===== src/hdl/assert_macros.svh =====
// Assertion macros shared by the RTL.
// No dependencies.
`ifndef ASSERT_MACROS_SVH
`define ASSERT_MACROS_SVH
// Implication checked every clock edge, disabled in reset.
`define CHK_IMPL(label, clk, rst, ante, cons, msg) \
  label: assert property (@(posedge clk) disable iff (rst) (ante) |-> (cons)) else $error(msg);
// Implication whose consequent is checked in the cycle after the antecedent.
`define CHK_NEXT(label, clk, rst, ante, cons, msg) \
  label: assert property (@(posedge clk) disable iff (rst) (ante) |=> (cons)) else $error(msg);
`endif


===== src/hdl/khts_pkg.sv =====
// Package for the k-mer hash table search block.
// Holds sequencer states and character code helper. No dependencies.
package khts_pkg;
  typedef enum logic [3:0] {
    ST_IDLE, ST_QLOAD, ST_HASH, ST_HREAD, ST_HWAIT, ST_INSERT, ST_CPY,
    ST_ENTRY, ST_CMP, ST_LINK, ST_DONE, ST_CLEAR
  } state_t;

  localparam logic [7:0] CH_A = 8'h41;
  localparam logic [7:0] CH_C = 8'h43;
  localparam logic [7:0] CH_G = 8'h47;
  localparam logic [7:0] CH_T = 8'h54;

  function automatic logic [2:0] char_code(input logic [7:0] c);
    logic [2:0] r;
    unique case (c)
      CH_A:    r = 3'd0;
      CH_C:    r = 3'd1;
      CH_G:    r = 3'd2;
      CH_T:    r = 3'd3;
      default: r = 3'd4;
    endcase
    return r;
  endfunction
endpackage


===== src/hdl/khts_hash.sv =====
// Serial hash unit: one character per cycle while step is high, Horner form over base-5 pairs.
// Depends on khts_pkg.
module khts_hash #(
  parameter int FRAG_LEN = 16,
  parameter int BUCKETS  = 1024
) (
  input  logic                       clk,
  input  logic                       start,
  input  logic                       step,
  input  logic [7:0]                 ch,
  input  logic [$clog2(FRAG_LEN)-1:0] idx,
  output logic [$clog2(BUCKETS)-1:0] bucket
);
  import khts_pkg::*;
  localparam int BW = $clog2(BUCKETS);
  // sum is kept modulo BUCKETS; multiply by 5 between exponent groups
  logic [BW-1:0] acc;
  logic [BW+3:0] acc5;
  logic [BW+3:0] sum_w;
  logic [BW+3:0] red;
  logic          mul5;

  // exponent (L-i-1)/2 is one lower for index i than for i-1 when L-i-1 is
  // odd, so acc is multiplied by 5 before character i is added in that case
  assign mul5  = (((FRAG_LEN - 1 - int'(idx)) % 2) == 1);
  assign acc5  = mul5 ? ({4'd0, acc} * (BW+4)'(5)) : {4'd0, acc};
  assign sum_w = acc5 + (BW+4)'(char_code(ch));

  // sum_w stays below 5*BUCKETS: fold it back by subtracting the largest multiple of BUCKETS not above it
  always_comb begin
    priority if (sum_w >= (BW+4)'(4 * BUCKETS)) red = sum_w - (BW+4)'(4 * BUCKETS);
    else if (sum_w >= (BW+4)'(3 * BUCKETS)) red = sum_w - (BW+4)'(3 * BUCKETS);
    else if (sum_w >= (BW+4)'(2 * BUCKETS)) red = sum_w - (BW+4)'(2 * BUCKETS);
    else if (sum_w >= (BW+4)'(BUCKETS)) red = sum_w - (BW+4)'(BUCKETS);
    else red = sum_w;
  end

  always_ff @(posedge clk) begin
    if (start) begin
      acc <= '0;
    end else if (step) begin
      acc <= red[BW-1:0];
    end
  end
  assign bucket = acc;
endmodule


===== config.mk =====
export PLATFORM = sky130hd
export DESIGN_NAME = khts_hash
export DESIGN_NICKNAME = d
export VERILOG_FILES = /design/src/hdl/assert_macros.svh /design/src/hdl/khts_pkg.sv /design/src/hdl/khts_hash.sv
export SDC_FILE = /design/constraint.sdc
export NUM_CORES = 1
export LEC_CHECK = 0
export ABC_CLOCK_PERIOD_IN_PS = 5750
export BUFFER_PORTS_ARGS = -buffer_cell sky130_fd_sc_hd__buf_2
export CORE_ASPECT_RATIO = 0.9
export CORE_MARGIN = 10
export CORE_UTILIZATION = 35
export DETAILED_ROUTE_END_ITERATION = 10
export PLACE_DENSITY_LB_ADDON = 0.2
export SETUP_SLACK_MARGIN = 0.3
export SYNTH_ARGS = -nofsm -noshare
export SYNTH_HDL_FRONTEND = slang
export SYNTH_SLANG_ARGS = --single-unit

===== constraint.sdc =====
create_clock -name clk -period 5.75 [get_ports clk]
set_input_delay 0.2875 -clock clk [delete_from_list [all_inputs] [get_ports clk]]
set_output_delay 0.2875 -clock clk [all_outputs]
set_load 0.01 [all_outputs]

==> metrics.md <==
| Metric | Value |
|---|---|
| CP bufs+invs | `1` |
| Post-cts sizing count | `0` |
| Async S/R FF share, synth | `0%` |
| Die height | `74.5 microns` |
| Area grow syn2layout | `16.7%` |
| Layout cells sized above 1 | `19.3%` |
| Layout Nets | `200` |
| Global-route wire length before repair | `4.80 mm` |
| # port buffers | `21` |
| Seq/Total Area, Yosys | `17.4%` |
| Initial antenna violation count | `0` |
| CP delay by family, top | `adder cells` |
| Status | `complete, no violations` |
| Compound-gate portion of the synthesized area | `21.5%` |
| Slew headroom | `68.9%` |
| Number of enable flip-flop cells after synthesis | `0` |
| Critical Path Start | `bucket[3]` |
| Largest net degree at the start of global routing | `20` |
| DR iter-0 viols | `45` |
| Crit path time final | `3000 ps` |
| Peak Freq | `0.333 GHz` |
| Via density | `5.21` |
| Max_cap viols | `0` |
| Post-synthesis simple-gate area fraction | `22.7%` |
| Worst reg2reg path depth | `10` |
| DIE WIDTH | `80.5 microns` |
| Grt ovf | `0` |
| Post-synthesis mux area share | `7.27%` |
| Post-DP HPWL | `2.19 mm` |
| Synthesized area | `1150 sq um` |
| Reg2reg start | `bucket[3]` |
| Final Hold Viols | `0` |
| Critical-path maximum fanout | `7` |
| Drt pass-1 iters | `4` |
| Pre-CTS WS | `2750 ps` |
| Worst setup SP type | `flip-flop` |
| ANT cells | `0` |
| Final setup violation count | `0` |
| Hold path endpoint | `bucket[5]` |
| DRT antenna net count | `0` |
| Final Cell Area | `1350 sq um` |
| Die footprint | `6000 sq um` |
| Type of the most critical hold path | `input port to flip-flop` |
| Hold Path Origin | `start` |
| # rows | `19` |
| Clk Latency, worst-skew pair | `230 ps` |
| Inserted Clock Buffers | `3` |
| CTS tree | `done` |
| Period utilisation layout | `52.2%` |
| Via count | `1084` |
| Pwr Total | `221 uW` |
| # DRC | `0` |
| Max VDD drop | `0.174 mV` |
| Largest family of logic cells by synthesized area | `simple AND/OR/NAND/NOR gates` |
| Largest stage delay, worst path | `470 ps` |
| Filler cell count | `319` |
| Top FF cell, synth | `dfxtp_1` |
| Clock Pin Slew Worst Setup and Hold Paths | `50 ps` |
| Core ar. | `3110 sq um` |
| CTS Hold Bufs | `0` |
| CP arrival | `3120 ps` |
| Clk buf depth | `2` |
| RSZ-0062 raised after global routing | `false` |
| Initial Util | `37.0%` |
| Syn Inst Count | `145` |
| Max reg flops | `10` |
| Hold Path Cell Cnt | `2` |
| DR WL/cell | `12.6 microns` |
| Critical Path RT | `5870 ps` |
| GRT Total Usage | `9.62%` |
| Crit path setup slack, layout | `2750 ps` |
| Synthesized-area fraction occupied by adder cells | `20.8%` |
| Setup_tns | `0 ps` |
| Critical path type | `flip-flop to flip-flop` |
| Netlist cell types | `43` |
| Avg Cell Area, Syn | `7.96 sq um` |
| # IOs | `25` |
| Syn Nets | `178` |
| Slew Limit Fails | `0` |
| Routability cong. | `0.828` |
| Worst Setup End Kind | `flip-flop` |
| #FFs+latches synth | `10` |
| Clock sink count | `10` |
| Leak | `0.000617 uW` |
| Critical-path cell list | `ha_1 -> ha_1 -> inv_1 -> fa_1 -> nor3b_1 -> a31oi_1 -> nor3b_1 -> nand2_1 -> o31ai_2 -> mux2_1` |
| Slowest CP cell | `fa_1` |
| Layout Utilization | `43.2%` |
| Clk root buf | `clkbuf_8` |
| FF-to-FF setup slack | `2750 ps` |
| Synth Area in XOR/XNOR | `6.07%` |
| Power Density | `164 nW/um^2` |
| Post-DP Area | `1290 sq um` |
| Post-Route WL | `2.63 mm` |
| Number of setup buffers added after CTS | `0` |
| Vias in the first global route | `1070` |
| Least-Margin Pin Slew | `461 ps` |
| YS warnings | `0` |
| Number of H-tree levels | `1` |
| Worst r2r dst | `bucket[9]` |
| Max Clock Skew | `1.74 ps` |
## Yosys cell counts, types with 3 or more instances
cell type / n / area (sq um)
nor4_1: 3 / 18.8
nor4b_1: 3 / 26.3
dfxtp_1: 10 / 200
nor2_1: 19 / 71.3
inv_1: 7 / 26.3
xnor2_1: 6 / 52.6
nand2_1: 11 / 41.3
o21ai_0: 9 / 45.0
a211oi_1: 4 / 30.0
nand3_1: 4 / 20.0
mux2i_1: 5 / 50.1
nor3_1: 3 / 15.0
a21oi_1: 5 / 25.0
ha_1: 16 / 200
## how the worst max path moves through the flow
stage | cells past startpoint | end
floorplan | 10 | bucket[9]
global placement | 10 | bucket[9]
finish | 10 | bucket[9]
global route | 10 | bucket[9]
detailed placement | 10 | bucket[9]
CTS | 10 | bucket[9]
## logic make-up after synthesis
group,after synthesis
simple gates,53
compound gates,36
fa+ha+maj,18
buf+inv,12
flops,10
xor+xnor,8
mux,8
## power by group
group,internal (uW),switching [uW],total (uW)
logic,25.3,32.2,57.4
clock network,60.1,26.7,86.8
registers,72.5,4.50,77.0
## worst register-to-register path: stages (launching register included)
cell     delay (ps)
dfxtp_1         440
ha_1            280
ha_1            220
inv_1            70
fa_1            470
nor3b_1         210
a31oi_1          80
nor3b_1         340
nand2_1         150
o31ai_2         280
mux2_1          340
## metrics by stage
step	hold slack [ps]	cells
after detailed placement	536	204
after global placement	527	204
after global routing	396	208
final	366	208
after CTS	369	208
after floorplan	468	145
## cell type report
cell class | instances | area (sq um) | area share, %
inverter | 8 | 30.0 | 2.23
tap | 42 | 52.6 | 3.90
timing repair buffer | 21 | 105 | 7.81
multi-input combinational | 123 | 903 | 67.1
clock buffer | 4 | 55.1 | 4.09
sequential | 10 | 200 | 14.9
## per-layer routing
layer  global-route usage, %  vias up  part of all wire (%)
li1                        -      570                     -
met2                    16.5       19                    46
met5                       0        -                     0
met1                    11.4      495                    48
met3                    4.46        0                   6.8
met4                       0        0                     0
## placed cells by master, fill, tap and decap left out, drive strengths merged
cell | synthesis | final
buf | 3 | 21
a211oi | 5 | 5
nor4b | 3 | 3
dfxtp | 10 | 10
a21oi | 6 | 6
a32oi | 1 | 1
nor2b | 2 | 2
nand3 | 4 | 4
and3 | 2 | 2
a211o | 1 | 1
a21o | 2 | 2
mux2 | 3 | 3
a22oi | 2 | 2
o21ai | 11 | 11
o21ba | 1 | 1
nor3b | 2 | 2
nor4 | 3 | 3
xor2 | 2 | 2
and4 | 1 | 1
inv | 8 | 8
or4 | 1 | 1
a31oi | 1 | 1
fa | 2 | 2
o21a | 2 | 2
ha | 16 | 16
or3 | 1 | 1
mux2i | 5 | 5
nor2 | 19 | 19
xnor2 | 6 | 6
nand2 | 11 | 11
a311oi | 2 | 2
o31ai | 2 | 2
clkbuf | 1 | 4
nand2b | 1 | 1
nor3 | 3 | 3
Power figures use the tool's default switching activity.
