[config.mk]
export PLATFORM = sky130hd
export DESIGN_NAME = khts_ram
export DESIGN_NICKNAME = d
export VERILOG_FILES = /design/src/hdl/assert_macros.svh /design/src/hdl/khts_ram.sv
export SDC_FILE = /design/constraint.sdc
export NUM_CORES = 1
export LEC_CHECK = 0
export BUFFER_PORTS_ARGS = -buffer_cell sky130_fd_sc_hd__buf_2
export CORE_ASPECT_RATIO = 0.5
export CORE_MARGIN = 8
export CORE_UTILIZATION = 57
export CTS_BUF_LIST = sky130_fd_sc_hd__clkbuf_4
export CTS_CLUSTER_SIZE = 28
export DETAILED_ROUTE_END_ITERATION = 10
export GPL_TIMING_DRIVEN = 0
export PLACE_DENSITY = 0.78
export SLEW_MARGIN = 10
export SYNTH_ARGS = -nofsm -noshare
export SYNTH_HDL_FRONTEND = slang
export SYNTH_SLANG_ARGS = --single-unit
[constraint.sdc]
create_clock -name clk -period 1.63 [get_ports clk]
set_input_delay 0.2445 -clock clk [delete_from_list [all_inputs] [get_ports clk]]
set_output_delay 0.2445 -clock clk [all_outputs]
set_load 0.01 [all_outputs]
[src/hdl/assert_macros.svh]
// Assertion macros shared by the RTL.
// No dependencies.
`ifndef ASSERT_MACROS_SVH
`define ASSERT_MACROS_SVH
// Implication checked every clock edge, disabled in reset.
`define CHK_IMPL(label, clk, rst, ante, cons, msg) \
  label: assert property (@(posedge clk) disable iff (rst) (ante) |-> (cons)) else $error(msg);
// Implication whose consequent is checked in the cycle after the antecedent.
`define CHK_NEXT(label, clk, rst, ante, cons, msg) \
  label: assert property (@(posedge clk) disable iff (rst) (ante) |=> (cons)) else $error(msg);
`endif

[src/hdl/khts_ram.sv]
// Generic single-port-write, single-read RAM with registered read.
// No dependencies.
module khts_ram #(
  parameter int WIDTH = 8,
  parameter int DEPTH = 16
) (
  input  logic                     clk,
  input  logic                     we,
  input  logic [$clog2(DEPTH)-1:0] waddr,
  input  logic [WIDTH-1:0]         wdata,
  input  logic [$clog2(DEPTH)-1:0] raddr,
  output logic [WIDTH-1:0]         rdata
);
  logic [WIDTH-1:0] mem [DEPTH];

  always_ff @(posedge clk) begin
    if (we) begin
      mem[waddr] <= wdata;
    end
    rdata <= mem[raddr];
  end
endmodule

==> flow_summary.json, run 1 <==
{
  "status": "finished, final reports clean",
  "clock_sinks": 136,
  "clock_latency_ns": 0.53,
  "grt_pass1_vias": 2508,
  "final.setup.tns_ns": 0,
  "nets": 290,
  "cp-start-kind": "register",
  "reg2reg_from": "mem[10][3]",
  "boundaryPins": 26,
  "critPathBufInv": 0,
  "grt_pass1_wl_mm": 14.7,
  "hp-start": "wdata[6]",
  "criticalPathCategory": "reg2reg",
  "ys_ff_latch": 136,
  "path_max_fanout": 1,
  "period_minus_slack_ns": 1.41,
  "drt_iter0_markers": 301,
  "grt-ovfl-total": 0,
  "core_area_um2": 8740,
  "crit_family": "multiplexers",
  "synthTopCellsByArea": "edfxtp_1 (75%), mux4_2 (7.9%), mux4_1 (7.1%)",
  "postSynthAreaPerCell_um2": 22.5,
  "yosysWarnings": 0,
  "ir_drop_uv": 845,
  "layout_commonest_cell": "edfxtp_1",
  "hold_violations": 0,
  "drc": 0,
  "worstPathRequired_ns": 2.04,
  "cp_cell_sequence": "mux4_1, a22oi_1, nand2_1",
  "clock_skew_ns": 0.0163,
  "wl_per_cell_um": 24.6,
  "cp-end-kind": "register",
  "p_leak_nw": 1.94,
  "clock-root-buffer": "clkbuf_4",
  "drtAntennaViolNets": 0,
  "final_cell_mix": "edfxtp_1 (128), buf_2 (27), mux4_2 (18), clkbuf_4 (17), a22oi_1 (16)",
  "n_antenna_cell": 0,
  "startpoint": "mem[10][3]",
  "port_buffers": 24,
  "maxSlewViolCount": 0,
  "multiInputGateArea_um2": 1080,
  "gp_congestion": 0.759,
  "routed_via_density": 6.17,
  "synth_area_um2": 5150,
  "drive_gt1_share_pct": 30.5,
  "stdcell_count": 402,
  "power_density_nw_per_um2": 1230,
  "die_h_um": 83.2,
  "nFillCells": 541,
  "seq_area_frac_synth_pct": 77.8,
  "grt_max_degree": 17,
  "synthCells": 229,
  "dp.cells": 370,
  "grt_antenna_before_repair": 0,
  "initial_core_util_pct": 58.9,
  "slowest_delay_ns": 0.50,
  "tritoncts": "built",
  "relSlewSlack_pct": 37.5,
  "fmax_ghz": 0.710,
  "cts_hold_buf": 0,
  "postLayoutCoreUtil_pct": 66.6,
  "drt-pass1-iter-count": 5,
  "fp.dieW_um": 150,
  "synth_cell_type_count": 19,
  "synth_largest_area_cell": "edfxtp_1",
  "cts_buffer_depth": 2,
  "critical-path-slowest-cell": "mux4_1",
  "cts_buffers": 17,
  "clk_pin_slew_ns": 0.12,
  "dieArea_um2": 12500,
  "seq_area_um2": 4000,
  "htreeDepth": 4,
  "setup_viol": 0,
  "min_period_over_period_pct": 86.4,
  "area_delta_synth_final_pct": 13.0,
  "grt_usage_pct": 16.6,
  "synth_nets": 247,
  "worst_slew_pin_slew_ns": 0.935,
  "vias": 2481,
  "worstHoldPathType": "in2reg",
  "crit_arrival_ns": 1.82,
  "cts_resized": 0,
  "post-dp-hpwl_mm": 6.44,
  "rsz0062_at_grt": "false",
  "synth_top_area_share_pct": 74.7,
  "rows": 24,
  "max-cap-violations": 0,
  "finalWirelength_mm": 9.89,
  "post_cts_buffers": 0
}
==> Yosys cell counts <==
| library cell | number |
|---|---|
| and2b_1 | 1 |
| mux4_1 | 14 |
| clkdlybuf4s25_2 | 3 |
| mux4_2 | 18 |
| nand2b_1 | 2 |
| buf_2 | 3 |
| a22oi_1 | 16 |
| nor2_1 | 13 |
| or3b_2 | 1 |
| nand2_1 | 9 |
| nor3_1 | 4 |
| buf_4 | 1 |
| nand3_1 | 1 |
| nand3b_1 | 2 |
| nor2b_1 | 1 |
| buf_6 | 3 |
| dfxtp_1 | 8 |
| edfxtp_1 | 128 |
| and2_1 | 1 |
==> final timing paths <==
path / cells after the start / end / slack, ns
setup / recovery: 3 / rdata[3] / 0.22
hold / removal: 1 / mem[0][6] / 0.1
setup reg to reg: 3 / rdata[3] / 0.22
hold reg to reg: 3 / rdata[3] / 0.72
==> cells by family (layout without fill, tap and decap cells) <==
kind of cell | after synthesis | after routing | share of synthesized area, %
buffers and inverters | 10 | 66 | 1.68
multiplexers | 32 | 32 | 15.0
AO/OA/AOI/OAI | 16 | 16 | 2.33
AND/OR/NAND/NOR | 35 | 35 | 3.18
flip-flops | 136 | 136 | 77.8
==> per-layer routing <==
metal / global-route usage [%] / share of wire (%) / routed length, µm
met5: 0 / 0 / 0
met4: 5.59 / 0.98 / 97
met3: 5.68 / 9.0 / 885
met2: 26.4 / 50 / 4990
met1: 21.1 / 40 / 3910
==> power by group <==
part	internal [mW]	leakage (nW)	switching, mW
registers	3.90	1.22	0.0204
clock network	1.66	0.192	1.18
logic	0.155	0.520	0.220
total	5.72	1.94	1.42
==> metrics by stage <==
stage | hold WS, ns | setup slack (ns) | power [mW] | area [µm²]
3_3_place_gp | 0.612 | -0.485 | 4.35 | 5420
4_1_cts | 0.0632 | 0.190 | 7.16 | 5810
5_1_grt | 0.0618 | 0.180 | 7.33 | 5820
2_1_floorplan | 0.343 | 0.119 | 4.21 | 5150
6_report | 0.0958 | 0.221 | 7.14 | 5820
3_5_place_dp | 0.643 | -0.396 | 4.38 | 5430
==> sequential cells by signal, indices dropped and copies added, names as in the netlist <==
| name | cells |
|---|---|
| mem | 128 |
| rdata | 8 |
==> layout make-up <==
type	count	area share, %
buffer	10	1.48
clock buffer	17	2.19
clock inverter	15	4.39
multi-input combinational	83	18.5
sequential	136	68.8
tap	117	2.52
timing repair buffer	24	2.06
==> worst register-to-register path, cell delays in order (launching register included) <==
cell,delay (ns)
edfxtp_1,0.38
mux4_1,0.50
a22oi_1,0.33
nand2_1,0.09
Note: power is estimated with default switching activity, not from simulation.
==> run 2, diff against run 1 <==
--- a/config.mk
+++ b/config.mk
@@ -5,6 +5,7 @@
 export SDC_FILE = /design/constraint.sdc
 export NUM_CORES = 1
 export LEC_CHECK = 0
+export ABC_AREA = 1
 export BUFFER_PORTS_ARGS = -buffer_cell sky130_fd_sc_hd__buf_2
 export CORE_ASPECT_RATIO = 0.5
 export CORE_MARGIN = 8
==> flow_summary.json, run 2 <==
{
  "status": "finished, final reports clean",
  "clock-root-buffer": "clkbuf_4",
  "grt_pass1_wl_mm": 20.6,
  "die_h_um": 87.1,
  "met1_usage_pct": 26.2,
  "core_area_um2": 10000,
  "routed_via_density": 5.37,
  "grt_pass1_vias": 3900,
  "postLayoutCoreUtil_pct": 63.0,
  "max-cap-violations": 0,
  "n_antenna_cell": 0,
  "drive_gt1_share_pct": 12.2,
  "swShare_pct": 23.4,
  "post_cts_buffers": 0,
  "port_buffers": 22,
  "hold_slack_ns": 0.110,
  "gp_congestion": 0.908,
  "drc": 0,
  "area_delta_synth_final_pct": 9.44,
  "setup_viol": 0,
  "holdPathStages": 1,
  "synth_largest_area_cell": "edfxtp_1",
  "boundaryPins": 26,
  "clock_sinks": 136,
  "crit_family": "flip-flops",
  "cts_buffer_depth": 2,
  "yosysWarnings": 0,
  "criticalPathCategory": "reg2out",
  "synth_most_common_cell": "nand2_1",
  "cp-start-kind": "register",
  "reg2reg_from": "mem[7][0]",
  "synthTopCellsByArea": "edfxtp_1 (67%), nand2_1 (11%), nand3_1 (8.4%)",
  "fp.dieW_um": 158,
  "seqPwrFrac_pct": 60.3,
  "seq_area_frac_synth_pct": 69.4,
  "internal_power_mw": 4.98,
  "grt_max_degree": 17,
  "clock_skew_ns": 0.0164,
  "rows": 26,
  "p_clk_share_pct": 31.7,
  "cp_cell_sequence": "buf_2",
  "rr_worst_depth": 6,
  "ys_ff_latch": 136,
  "synth_edf_count": 128,
  "ys.flop_type": "edfxtp_1",
  "cp-end-kind": "output port",
  "grt-ovfl-total": 0,
  "post-dp-hpwl_mm": 8.67,
  "drtAntennaViolNets": 0,
  "critical-path-slowest-cell": "dfxtp_1",
  "synth_top_area_share_pct": 66.7,
  "dieArea_um2": 13800,
  "synthTopCellsByCount": "nand2_1 (173), edfxtp_1 (128), inv_1 (100)",
  "crit_arrival_ns": 0.97,
  "postSynthAreaPerCell_um2": 10.5,
  "reg2reg_setup_slack_ns": 0.57,
  "drt-pass1-iter-count": 5,
  "grt_usage_pct": 20.7,
  "hold_violations": 0,
  "nFillCells": 780,
  "hold_end": "mem[1][6]",
  "clock_latency_ns": 0.52,
  "tritoncts": "built",
  "worst_slew_pin_slew_ns": 0.887,
  "hp-start": "wdata[6]",
  "maxSlewViolCount": 0,
  "cts_hold_buf": 0,
  "clk_pin_slew_ns": 0.12,
  "reg_top3": "mem (128), rdata (8)",
  "synth_area_um2": 5770,
  "synth_nets": 569,
  "slowest_delay_ns": 0.33,
  "vias": 3999,
  "power_density_nw_per_um2": 1030,
  "rr_endpoint": "rdata[0]",
  "rsz0062_at_grt": "false",
  "ir_drop_uv": 488,
  "grtUsageMet2_pct": 32.9,
  "min_period_over_period_pct": 74.2,
  "nets": 610,
  "period_minus_slack_ns": 1.21,
  "initial_core_util_pct": 57.6,
  "worstPathRequired_ns": 1.39,
  "drt_iter0_markers": 514,
  "layout_commonest_cell": "nand2_1",
  "met3_usage_pct": 4.46,
  "relSlewSlack_pct": 40.6,
  "grt-busiest-layer": "met2",
  "p_switching_mw": 1.52,
  "htreeDepth": 4,
  "total_power_mw": 6.50,
  "top_register": "mem",
  "fmax_ghz": 0.827,
  "p_leak_nw": 2.75,
  "grt_antenna_before_repair": 0,
  "worstHoldPathType": "in2reg",
  "finalWirelength_mm": 13.2,
  "synthArstFlopShare_pct": 0,
  "combPwrFrac_pct": 7.9,
  "wl_per_cell_um": 17.7,
  "cts_resized": 0,
  "final_cell_mix": "nand2_1 (173), edfxtp_1 (128), inv_1 (100), nand3_1 (97), buf_2 (35)",
  "path_max_fanout": 1,
  "critPathBufInv": 1,
  "synthCells": 551,
  "largest_register_ffs": 128,
  "synth_cell_type_count": 12,
  "cts_buffers": 17,
  "final.setup.tns_ns": 0
}
[run 2: metrics by stage]
step / setup WS [ns] / cell area, µm² / cells
after floorplan: 0.435 / 5770 / 551
after global placement: -0.000704 / 6050 / 713
after detailed placement: -0.0246 / 6050 / 713
after CTS: 0.373 / 6310 / 745
after global routing: 0.337 / 6310 / 745
final: 0.420 / 6310 / 745
[run 2: cell type report]
cell class                 count  area, µm²  area share, %
sequential                   136       4000           63.4
multi-input combinational    289       1210           19.2
inverter                     102        383           6.07
tap                          140        175           2.78
buffer                        24        166           2.64
clock buffer                  20        150           2.38
timing repair buffer          22        110           1.74
clock inverter                12        109           1.72
[run 2: worst max-delay path by stage]
| stage | from | end | slack, ns | depth (start not counted) |
|---|---|---|---|---|
| final | rdata[0] | rdata[0] | 0.42 | 1 |
| after CTS | rdata[0] | rdata[0] | 0.37 | 1 |
| after global routing | rdata[7] | rdata[7] | 0.34 | 1 |
| after floorplan | waddr[2] | mem[10][0] | 0.43 | 2 |
| after global placement | waddr[0] | mem[12][3] | -0.0007 | 4 |
| after detailed placement | waddr[3] | mem[4][0] | -0.02 | 3 |
[run 2: layer usage]
metal  wire, µm  vias up  share of wire [%]
li1           -     1862                  -
met1       5060     1848                 38
met2       6240      244                 47
met3       1390       45                 11
met4        493        0                3.7
met5          0        -                  0
[run 2: cell families after synthesis]
logic type	after synthesis	share of synthesized area [%]
flops	136	69.4
buf+inv	126	9.52
simple gates	289	21.0
[run 2: power groups by stage]
stage	sequential, mW	clock, mW	combinational [mW]
after global routing	3.93	2.22	0.563
after floorplan	4.01	0	0.276
after CTS	3.92	2.07	0.505
after global placement	4.00	0	0.490
final	3.92	2.06	0.515
after detailed placement	4.00	0	0.501
